## config.mk

```make
export PLATFORM = sky130hd
export DESIGN_NAME = ack_retransmit_tracker
export DESIGN_NICKNAME = d
export VERILOG_FILES = /design/src/rtl/art_pkg.sv /design/src/rtl/art_cell.sv /design/src/rtl/ack_retransmit_tracker.sv
export SDC_FILE = /design/constraint.sdc
export NUM_CORES = 2
export LEC_CHECK = 0
export ABC_AREA = 1
export ABC_CLOCK_PERIOD_IN_PS = 18100
export BUFFER_PORTS_ARGS = -buffer_cell sky130_fd_sc_hd__buf_4
export CAP_MARGIN = 20
export CELL_PAD_IN_SITES_DETAIL_PLACEMENT = 2
export CELL_PAD_IN_SITES_GLOBAL_PLACEMENT = 2
export CORE_MARGIN = 3
export CORE_UTILIZATION = 32
export DETAILED_ROUTE_END_ITERATION = 16
export GPL_ROUTABILITY_DRIVEN = 1
export PLACE_DENSITY_LB_ADDON = 0.1
export SETUP_SLACK_MARGIN = 0.2
export SYNTH_ARGS = -nofsm -noshare
export SYNTH_HDL_FRONTEND = slang
export SYNTH_SLANG_ARGS = --single-unit
```

## constraint.sdc

```tcl
create_clock -name clock -period 18.1 [get_ports clock]
set_clock_uncertainty 0.2 [all_clocks]
set_input_delay 3.62 -clock clock [delete_from_list [all_inputs] [get_ports clock]]
set_output_delay 3.62 -clock clock [all_outputs]
set_load 0.05 [all_outputs]
```

## src/rtl/art_pkg.sv

```systemverilog
`timescale 1ns / 1ps
`default_nettype none
// ---------------------------------------------------------------------------
// Retransmission tracker package
// Shared sizes, codes and the word carried between table cells.
// ---------------------------------------------------------------------------
package art_pkg;

   localparam int TableDepth    = 16;
   localparam int IdxWidth      = $clog2(TableDepth);
   localparam int CntWidth      = $clog2(TableDepth + 1);
   localparam logic [7:0] FastThreshold = 8'd3;
   localparam logic [15:0] MinTimeout   = 16'd50;
   localparam logic [7:0] LaterAckMax   = 8'd255;

   localparam logic [1:0] FUNC_EXPECT = 2'd0;
   localparam logic [1:0] FUNC_ACK    = 2'd1;
   localparam logic [1:0] FUNC_CHECK  = 2'd2;

   localparam logic [1:0] CSR_TIMEOUT = 2'd0;
   localparam logic [1:0] CSR_RETRY   = 2'd1;
   localparam logic [1:0] CSR_FAST    = 2'd2;

   localparam logic [2:0] KIND_STORED    = 3'd0;
   localparam logic [2:0] KIND_FULL      = 3'd1;
   localparam logic [2:0] KIND_ACKED     = 3'd2;
   localparam logic [2:0] KIND_UNMATCHED = 3'd3;
   localparam logic [2:0] KIND_RETRY     = 3'd4;
   localparam logic [2:0] KIND_DROP      = 3'd5;
   localparam logic [2:0] KIND_NONE_DUE  = 3'd6;

   typedef struct packed {
      logic        valid;
      logic [31:0] id;
      logic [7:0]  channel;
      logic [31:0] sent_time;
      logic [7:0]  retries;
      logic [7:0]  later_acks;
   } entry_type;

endpackage
`default_nettype wire

```

## src/rtl/art_cell.sv

```systemverilog
`timescale 1ns / 1ps
`default_nettype none
// ---------------------------------------------------------------------------
// Retransmission tracker cell
// One table slot. On rotate it loads the word presented at its input.
// ---------------------------------------------------------------------------
module art_cell
   import art_pkg::*;
(
   input  wire logic      clock,
   input  wire logic      reset,
   input  wire logic      rotate,
   input  wire entry_type word_in,
   output entry_type      word_out
);

   entry_type word_ff;
   entry_type word_in_w;

   always_comb begin
      word_in_w = word_ff;
      if (rotate) begin
         word_in_w = word_in;
      end
   end

   always_ff @(posedge clock) begin
      if (reset) begin
         word_ff.valid <= 1'b0;
      end else begin
         word_ff.valid <= word_in_w.valid;
      end
      word_ff.id         <= word_in_w.id;
      word_ff.channel    <= word_in_w.channel;
      word_ff.sent_time  <= word_in_w.sent_time;
      word_ff.retries    <= word_in_w.retries;
      word_ff.later_acks <= word_in_w.later_acks;
   end

   assign word_out = word_ff;

endmodule
`default_nettype wire

```

## src/rtl/ack_retransmit_tracker.sv

```systemverilog
`timescale 1ns / 1ps
`default_nettype none
// ---------------------------------------------------------------------------
// Retransmission tracker
// Ordered table of unacknowledged packets held in a ring of cells.
// ---------------------------------------------------------------------------
// An expect is answered the cycle after it is taken, and the next word can follow at once
// unless the result port stalls. An ack or a check holds the block through a scan of the
// ring, tail steps that close each hole left by removals and a done step for its final word.
// The words rotate once through the cell ring, one cell a cycle, newest first; a stalled
// result port holds the scan. Retry and drop words leave during the scan, each held until
// the next due entry, the last as the final word. Synchronous reset empties the table.
module ack_retransmit_tracker
   import art_pkg::*;
(
   input  wire logic        clock,
   input  wire logic        reset,
   input  wire logic        req_valid,
   output logic             req_ready,
   input  wire logic [1:0]  req_func,
   input  wire logic [31:0] req_packet_id,
   input  wire logic [7:0]  req_channel,
   input  wire logic [31:0] req_now_ms,
   output logic             rsp_valid,
   input  wire logic        rsp_ready,
   output logic [2:0]       rsp_kind,
   output logic [31:0]      rsp_out_packet_id,
   output logic [7:0]       rsp_out_channel,
   output logic [31:0]      rsp_rtt_ms,
   output logic             rsp_last,
   input  wire logic        csr_write_enable,
   input  wire logic [1:0]  csr_index,
   input  wire logic [15:0] csr_write_data
);

   typedef enum logic [3:0] {
      ST_IDLE = 4'b0001,
      ST_SCAN = 4'b0010,
      ST_TAIL = 4'b0100,
      ST_DONE = 4'b1000
   } state_type;

   state_type state_ff, state_in;
   logic [15:0] timeout_ff;
   logic [7:0]  retry_limit_ff;
   logic        fast_ff;

   logic [1:0]  func_ff;
   logic [31:0] pid_ff, now_ff;
   logic [IdxWidth-1:0] step_ff, step_in;
   logic        found_ff, found_in;
   logic [31:0] rtt_ff, rtt_in;

   logic        pend_valid_ff, pend_valid_in;
   logic [2:0]  pend_kind_ff, pend_kind_in;
   logic [31:0] pend_id_ff, pend_id_in;
   logic [7:0]  pend_ch_ff, pend_ch_in;

   logic        rsp_valid_ff;
   logic [2:0]  kind_ff;
   logic [31:0] opid_ff, rtt_out_ff;
   logic [7:0]  och_ff;
   logic        last_ff;

   entry_type cell_out [TableDepth];
   entry_type cell_in  [TableDepth];
   entry_type head, head_new, new_word;
   logic rotate;
   logic emit;
   logic [2:0]  emit_kind;
   logic [31:0] emit_id;
   logic [7:0]  emit_ch;
   logic [31:0] emit_rtt;
   logic        emit_last;
   logic out_free;
   logic full;
   logic fast_due, time_due;
   logic gap;
   logic [TableDepth-1:0] hole_below;

   // Cell 0 holds the oldest word. A scan rotates the ring upward so the top cell
   // is seen first and, after TableDepth steps, every word is back in its cell.
   assign full = cell_out[TableDepth-1].valid;
   assign head = cell_out[TableDepth-1];
   assign out_free = !rsp_valid_ff || rsp_ready;
   assign req_ready = (state_ff == ST_IDLE) && out_free;

   always_comb begin
      new_word.valid      = 1'b1;
      new_word.id         = req_packet_id;
      new_word.channel    = req_channel;
      new_word.sent_time  = req_now_ms;
      new_word.retries    = '0;
      new_word.later_acks = '0;
   end

   always_comb begin
      fast_due = fast_ff && (head.later_acks >= FastThreshold);
      time_due = (now_ff - head.sent_time) >= {16'd0, timeout_ff};
      hole_below[0] = !cell_out[0].valid;
      gap = 1'b0;
      for (int i = 1; i < TableDepth; i++) begin
         hole_below[i] = hole_below[i-1] || !cell_out[i].valid;
         if (!cell_out[i-1].valid && cell_out[i].valid) begin
            gap = 1'b1;
         end
      end
   end

   always_comb begin
      state_in      = state_ff;
      step_in       = step_ff;
      found_in      = found_ff;
      rtt_in        = rtt_ff;
      pend_valid_in = pend_valid_ff;
      pend_kind_in  = pend_kind_ff;
      pend_id_in    = pend_id_ff;
      pend_ch_in    = pend_ch_ff;
      rotate        = 1'b0;
      emit          = 1'b0;
      emit_kind     = KIND_NONE_DUE;
      emit_id       = '0;
      emit_ch       = '0;
      emit_rtt      = '0;
      emit_last     = 1'b0;
      head_new      = head;
      for (int i = 0; i < TableDepth; i++) begin
         cell_in[i] = cell_out[i];
      end
      unique case (state_ff)
         ST_IDLE: begin
            if (req_valid && req_ready) begin
               if (req_func == FUNC_EXPECT) begin
                  emit      = 1'b1;
                  emit_kind = full ? KIND_FULL : KIND_STORED;
                  emit_id   = req_packet_id;
                  emit_last = 1'b1;
                  if (!full) begin
                     rotate = 1'b1;
                     if (!cell_out[0].valid) begin
                        cell_in[0] = new_word;
                     end
                     for (int i = 1; i < TableDepth; i++) begin
                        if (!cell_out[i].valid && cell_out[i-1].valid) begin
                           cell_in[i] = new_word;
                        end
                     end
                  end
               end else if (req_func == FUNC_ACK || req_func == FUNC_CHECK) begin
                  state_in      = ST_SCAN;
                  step_in       = '0;
                  found_in      = 1'b0;
                  rtt_in        = '0;
                  pend_valid_in = 1'b0;
               end
            end
         end
         ST_SCAN: begin
            if (out_free) begin
               rotate = 1'b1;
               if (head.valid) begin
                  if (func_ff == FUNC_ACK) begin
                     if (fast_ff && head.id < pid_ff && head.later_acks != LaterAckMax) begin
                        head_new.later_acks = head.later_acks + 8'd1;
                     end
                     if (head.id == pid_ff) begin
                        head_new.valid = 1'b0;
                        if (!found_ff) begin
                           found_in = 1'b1;
                           rtt_in = now_ff - head.sent_time;
                        end
                     end
                  end else if (fast_due || time_due) begin
                     if (pend_valid_ff) begin
                        emit      = 1'b1;
                        emit_kind = pend_kind_ff;
                        emit_id   = pend_id_ff;
                        emit_ch   = pend_ch_ff;
                     end
                     pend_valid_in = 1'b1;
                     pend_id_in    = head.id;
                     pend_ch_in    = head.channel;
                     if (head.retries >= retry_limit_ff) begin
                        pend_kind_in   = KIND_DROP;
                        head_new.valid = 1'b0;
                     end else begin
                        pend_kind_in        = KIND_RETRY;
                        head_new.retries    = head.retries + 8'd1;
                        head_new.sent_time  = now_ff;
                        head_new.later_acks = '0;
                     end
                  end
               end
               cell_in[0] = head_new;
               for (int i = 1; i < TableDepth; i++) begin
                  cell_in[i] = cell_out[i-1];
               end
               step_in = step_ff + IdxWidth'(1);
               if (step_ff == IdxWidth'(TableDepth - 1)) begin
                  state_in = ST_TAIL;
               end
            end
         end
         ST_TAIL: begin
            // Each cycle closes the lowest hole by moving every word above it down.
            if (gap) begin
               rotate = 1'b1;
               for (int i = 0; i < TableDepth - 1; i++) begin
                  if (hole_below[i]) begin
                     cell_in[i] = cell_out[i+1];
                  end
               end
               if (hole_below[TableDepth-1]) begin
                  cell_in[TableDepth-1].valid = 1'b0;
               end
            end else begin
               state_in = ST_DONE;
            end
         end
         ST_DONE: begin
            if (out_free) begin
               emit          = 1'b1;
               emit_last     = 1'b1;
               state_in      = ST_IDLE;
               pend_valid_in = 1'b0;
               if (func_ff == FUNC_ACK) begin
                  emit_id = pid_ff;
                  if (found_ff) begin
                     emit_kind = KIND_ACKED;
                     emit_rtt  = rtt_ff;
                  end else begin
                     emit_kind = KIND_UNMATCHED;
                  end
               end else if (pend_valid_ff) begin
                  emit_kind = pend_kind_ff;
                  emit_id   = pend_id_ff;
                  emit_ch   = pend_ch_ff;
               end
            end
         end
         default: state_in = ST_IDLE;
      endcase
   end

   for (genvar g = 0; g < TableDepth; g++) begin : g_cell
      art_cell u_cell (
         .clock    (clock),
         .reset    (reset),
         .rotate   (rotate),
         .word_in  (cell_in[g]),
         .word_out (cell_out[g])
      );
   end

   always_ff @(posedge clock) begin
      if (reset) begin
         state_ff       <= ST_IDLE;
         timeout_ff     <= 16'd1000;
         retry_limit_ff <= 8'd3;
         fast_ff        <= 1'b1;
         rsp_valid_ff   <= 1'b0;
         step_ff        <= '0;
         found_ff       <= 1'b0;
         pend_valid_ff  <= 1'b0;
      end else begin
         state_ff      <= state_in;
         step_ff       <= step_in;
         found_ff      <= found_in;
         pend_valid_ff <= pend_valid_in;
         if (csr_write_enable) begin
            unique case (csr_index)
               CSR_TIMEOUT: timeout_ff <= (csr_write_data < MinTimeout)
                                          ? MinTimeout : csr_write_data;
               CSR_RETRY:   retry_limit_ff <= csr_write_data[7:0];
               CSR_FAST:    fast_ff <= csr_write_data[0];
               default: ;
            endcase
         end
         if (emit) begin
            rsp_valid_ff <= 1'b1;
         end else if (rsp_ready) begin
            rsp_valid_ff <= 1'b0;
         end
      end
      rtt_ff       <= rtt_in;
      pend_kind_ff <= pend_kind_in;
      pend_id_ff   <= pend_id_in;
      pend_ch_ff   <= pend_ch_in;
      if (req_valid && req_ready) begin
         func_ff <= req_func;
         pid_ff  <= req_packet_id;
         now_ff  <= req_now_ms;
      end
      if (emit) begin
         kind_ff    <= emit_kind;
         opid_ff    <= emit_id;
         och_ff     <= emit_ch;
         rtt_out_ff <= emit_rtt;
         last_ff    <= emit_last;
      end
   end

   assign rsp_valid         = rsp_valid_ff;
   assign rsp_kind          = kind_ff;
   assign rsp_out_packet_id = opid_ff;
   assign rsp_out_channel   = och_ff;
   assign rsp_rtt_ms        = rtt_out_ff;
   assign rsp_last          = last_ff;

   assert property (@(posedge clock) disable iff (reset)
      rsp_valid && !rsp_ready |=> rsp_valid)
      else $error("result word dropped while stalled");
   assert property (@(posedge clock) disable iff (reset)
      rsp_valid && !rsp_ready |=> $stable(rsp_out_packet_id) && $stable(rsp_kind))
      else $error("result word changed while stalled");
   assert property (@(posedge clock) disable iff (reset)
      (state_ff != ST_IDLE) |-> !req_ready)
      else $error("input taken while busy");
   assert property (@(posedge clock) disable iff (reset)
      $onehot(state_ff))
      else $error("state register corrupt");

endmodule
`default_nettype wire
```

---- Yosys cells after proc, flatten, opt, wreduce, memory -nomap -nowiden ----
Cells that the tools add are included.
Widths: inputs -> output; s select.
storage, ports and cells
  bits in registers ....................... 1,677
  bits in latches ......................... 0
  RAM bits ................................ 0
  bits in read-only memories .............. 0
  input port bits ......................... 97
  output and inout bits ................... 78
  word-level logic and storage cells ...... 440
  memories ................................ 0
cells by class
  add/sub/neg operators ................... 4
  $mul .................................... 0
  div/mod/pow operators ................... 0
  magnitude comparators ................... 5
  equal/unequal tests ..................... 60
  shift-type cells ........................ 0
  muxes and demuxes ....................... 150
  bitwise logic cells ..................... 1
  reductions and logical operators ........ 104
operator list
  cell                count
  $mux 1424           4
  $pmux 1336 s3       1
  $mux 89             30
  $mux 1336           1
  $mux 32             17
  $pmux 88 s2         1
  $reduce_and 9->1    17
  $mux 48             3
  $pmux 32 s3         1
  $mux 88             1
  $mux 8              9
  $pmux 32 s2         1
  $ne 2x2->1 const B  29
  $mux 1              50
  $mux 4              11
  $mux 40             1
  $ne 2x1->1 const B  19
  $logic_and 1x1->1   35
  $eq 32x32->1        1
  $ge 32x16->1        1
  $lt 32x32->1        1
  $sub 32x32->32      1
  $reduce_and 7->1    4
  $mux 3              9
  29 further kinds    76

---- Depth between registers and ports, before layout ----
  depth after elaboration ................. 20
  mapped depth ............................ 27
  mapped depth without buffers ............ 27

---- Modules after synthesis ----
From an unflattened synthesis, not the netlist that was laid out.
unflattened totals
  cell total of the unflattened synthesis .. 11,805
  area total of the unflattened synthesis .. 103,066.3 sq um
by module, submodules not included
  module                  instances  cells each  area each (sq um)  seq. area each (sq um)
  ack_retransmit_tracker  1          10,285      60,065.1           7,176.9
  art_cell                16         95          2,687.6            2,662.6

---- Worst setup path before layout ----
OpenSTA, ideal clock, no wires.
  path type ............................... input to register
  start point ............................. in rsp_ready
  end point ............................... reg g_cell[15].u_cell.word_ff, in the netlist g_cell[15].u_cell.word_out[0], enable pin
  library setup time ...................... 1.001 ns
  arrival ................................. 18.486 ns
  data required time ...................... 16.899 ns
  setup slack ............................. -1.587 ns
  stages on the path ...................... 6
  buffers on the path ..................... 0
  cells stage by stage .................... nor2_1 > nor2_1 > nand2_1 > a21oi_1 > inv_1 > a2111oi_0
between the ends
  word-level cells in the longest chain between the ends .. 6
  elaborated cells on any way between the ends .. 9
  classes of those cells .................. eq/ne: 2; mux: 3; reduce/logical: 4
RTL lines
  item                                   RTL line                       text
  from (decl)                            ack_retransmit_tracker.sv:25   input wire logic rsp_ready,
  $logic_or 1x1->1 (*)                   ack_retransmit_tracker.sv:85   assign out_free = !rsp_valid_ff || rsp_ready;
  $logic_and 1x1->1 (*)                  ack_retransmit_tracker.sv:86   assign req_ready = (state_ff == ST_IDLE) && out_free;
  net req_ready                          ack_retransmit_tracker.sv:19   output logic req_ready,
  $logic_and 1x1->1 (*)                  ack_retransmit_tracker.sv:132  if (req_valid && req_ready) begin
  $mux 1                                 ack_retransmit_tracker.sv:132
  $pmux 1 s3                             ack_retransmit_tracker.sv:130  unique case (state_ff)
  $reduce_and 7->1 (no source line) (*)  --
  to (decl)                              art_cell.sv:17                 entry_type word_ff;
The timed path passes the listed nets; every way through them passes the cells marked *.
A chain may end at the register's enable or synchronous reset.

---- Worst setup path in the final report ----
  start point ............................. in rsp_ready
  end point ............................... out req_ready
between the ends
  word-level cells in the longest chain between the ends .. 2
RTL lines
  item               RTL line
  $logic_or 1x1->1   ack_retransmit_tracker.sv:85
  $logic_and 1x1->1  ack_retransmit_tracker.sv:86
  to (decl)          ack_retransmit_tracker.sv:19
No other way between the ends.

==> impl_metrics.toml <==
[route]
wl_per_cell_um = 26.27
postRouteAntennaNets = 0
wl_um = 265200
drt-vias-per-instance = 5.428
drc = 0
vias = 54810
drt-pass1-iter-count = 6
first_iter_violations = 4475

[die]
die_x_um = 495.9
ios = 175
start_util_pct = 32.23
die-area_mm2 = 0.2460
core_mm2 = 0.2383
rows = 179
fp.dieH_um = 495.9

[synth]
synth_area_mm2 = 0.07681
ys.flop_type = "edfxtp_1"
syn_inst = 6757
syn_avg_cell_area_um2 = 11.37
synth_edf_count = 1623
synthArstFlopShare_pct = 0
syn_nets = 6946
yosysWarnings = 0
synth_seq_cells = 1675
ys_types = 50
yosysSeqAreaShare_pct = 64.81

[sta]
fmax_mhz = 122.8
slew_headroom_pct = 27.81
fin_tns_setup_ns = 0
worstMarginPinSlew_ns = 1.083
setup_viol = 0
min_period_ns = 8.142
post-route-period-util_pct = 44.98
rsz0062_at_grt = "false"
drv_slew = 0
hold_viol_final = 0

[critical_path]
worstPathCellList = "buf_4, nor2_1, nor2_1, buf_4"
arrival_ns = 4.32
endpoint_kind = "output pin"
path_buf_inv = 2
path_class = "in2out"
critical-path-top-delay-family = "simple AND/OR/NAND/NOR gates"
critPathLaunchType = "primary input"
critPathMaxFanout = 5
max_stage_delay_ns = 0.27
crit_slowest_cell = "nor2_1"
required_ns = 14.28

[layout]
nets = 6946
fillers = 24890
layout_commonest_cell = "edfxtp_1"
area_delta_synth_final_pct = 13.73
layout_common_cells = "edfxtp_1, inv_1, o221ai_1"
fin_util_pct = 36.66
drive_gt1_share_pct = 7.941

[clock_tree]
root_buffer = "clkbuf_16"
postCtsHoldBufs = 0
htreeDepth = 4
cts_max_path_buffers = 3
clk_pin_slew_ns = 0.06
cts_setup_buffers = 0
worst_skew_pair.late_latency_ns = 0.88
cts_tree = "done"
cts_buffers = 198
clkSinkCount = 1675
cts-resized-gates = 0

[global_routing]
grt_pass1_wl_um = 390300
antenna_found_initial = 24
grt_overflow = 0
track_usage_pct = 21.22
grt_pass1_vias = 57620
grt_max_degree = 209

[place]
place.gp.congestion = 0.8234
dp_hpwl_um = 164100
portBuffers = 174

[pwr]
leakagePower_nw = 33.61
power_density_mw_per_mm2 = 141.0
vdd.ir_drop.worst_v = 0.00008530

[outcome]
status = "finished clean"

[min_path]
hold_path_class = "reg2reg"

[flow_run]
drv_cap = 0
## registers in the layout (all words and copies together) (netlist names), 8 cells and up
register                count
timeout_ff                 16
rsp_rtt_ms                 32
g_cell.u_cell.word_out   1424
pid_ff                     32
now_ff                     32
rsp_out_channel             8
rsp_out_packet_id          32
retry_limit_ff              8
pend_id_ff                 32
rtt_ff                     32
pend_ch_ff                  8
## cell usage after synthesis (all sizes together), types with 3 or more instances
| cell type | n | area (um2) |
|---|---|---|
| edfxtp | 1623 | 48740 |
| inv | 1599 | 6002 |
| o221ai | 946 | 8285 |
| nand2 | 699 | 2634 |
| clkbuf | 357 | 1340 |
| nand3 | 263 | 1321 |
| nor2 | 224 | 850.8 |
| o22ai | 203 | 1270 |
| o21ai | 190 | 950.9 |
| a21oi | 128 | 640.6 |
| o211ai | 116 | 870.8 |
| buf | 100 | 521.8 |
| ha | 91 | 1139 |
| dfxtp | 52 | 1041 |
| nand3b | 36 | 270.3 |
| nand4 | 23 | 143.9 |
| nor3 | 22 | 115.1 |
| a211oi | 13 | 97.59 |
| xor2 | 13 | 113.9 |
| a21boi | 9 | 67.56 |
| a221oi | 9 | 78.83 |
| nor4 | 9 | 62.56 |
| a31oi | 5 | 31.28 |
| o21bai | 4 | 30.03 |
| xnor2 | 4 | 35.03 |
| o31ai | 3 | 22.52 |
## through the flow
| stage | std cells | hold slack, ns | area (um2) | worst slack (ns) | total power [W] |
|---|---|---|---|---|---|
| finish | 10100 | 0.2689 | 87360 | 9.958 | 0.01232 |
| global route | 10090 | 0.2879 | 87350 | 9.884 | 0.01299 |
| CTS | 10090 | 0.2741 | 87320 | 9.923 | 0.01248 |
| detailed placement | 9722 | 0.2627 | 81130 | 9.568 | 0.008525 |
| global placement | 9721 | 0.2558 | 81120 | 9.583 | 0.008412 |
| floorplan | 6757 | 0.2264 | 76810 | 2.759 | 0.007244 |
## kinds of logic after synthesis
| group | after synthesis | synth area share [%] |
|---|---|---|
| compound gates | 1637 | 16.19 |
| flops | 1675 | 64.81 |
| buf+inv | 2057 | 10.24 |
| simple gates | 1279 | 7.055 |
| xor+xnor | 17 | 0.1938 |
| fa+ha+maj | 92 | 1.508 |
## power by group
| part | internal (W) | switching (W) | total, W |
|---|---|---|---|
| registers | 0.00515 | 0.000260 | 0.00541 |
| logic | 0.000766 | 0.00225 | 0.00302 |
| clock network | 0.00219 | 0.00171 | 0.00390 |
## worst register-to-register path: cells and delay by family, from the launching register on
kind	cells	cell delay [ns]
AO/OA/AOI/OAI	1	0.08
AND/OR/NAND/NOR	5	2.01
flip-flops	1	0.34
buffers and inverters	6	3.22
## final timing paths
check | start | endpoint | slack, ns | cells past startpoint
setup / recovery | rsp_ready | req_ready | 9.96 | 4
hold / removal | g_cell[15].u_cell.word_out[50] | pend_ch_ff[2] | 0.27 | 0
setup reg to reg | state_ff[3] | g_cell[14].u_cell.word_out[24] | 11.77 | 12
hold reg to reg | g_cell[15].u_cell.word_out[50] | pend_ch_ff[2] | 0.27 | 0
## layout make-up
| cell class | instances | area (um2) | share of cell area [%] |
|---|---|---|---|
| Sequential cell | 1675 | 49780 | 56.98 |
| Multi-Input combinational cell | 3025 | 19310 | 22.11 |
| Inverter | 1600 | 6063 | 6.941 |
| Clock inverter | 104 | 929.6 | 1.064 |
| Timing Repair Buffer | 257 | 2047 | 2.343 |
| Tap cell | 3167 | 3963 | 4.536 |
| Antenna cell | 4 | 10.01 | 0.01146 |
| Clock buffer | 265 | 5258 | 6.018 |
## per-layer routing
layer | share of wire, % | GRT usage [%] | vias to the layer above
met3 | 5.3 | 3.968 | 264
met2 | 44 | 31.73 | 1202
li1 | - | - | 24590
met4 | 1.7 | 4.366 | 6
met1 | 49 | 31.93 | 28750
met5 | 0.015 | 0 | -
(Power assumes the default switching activity.)
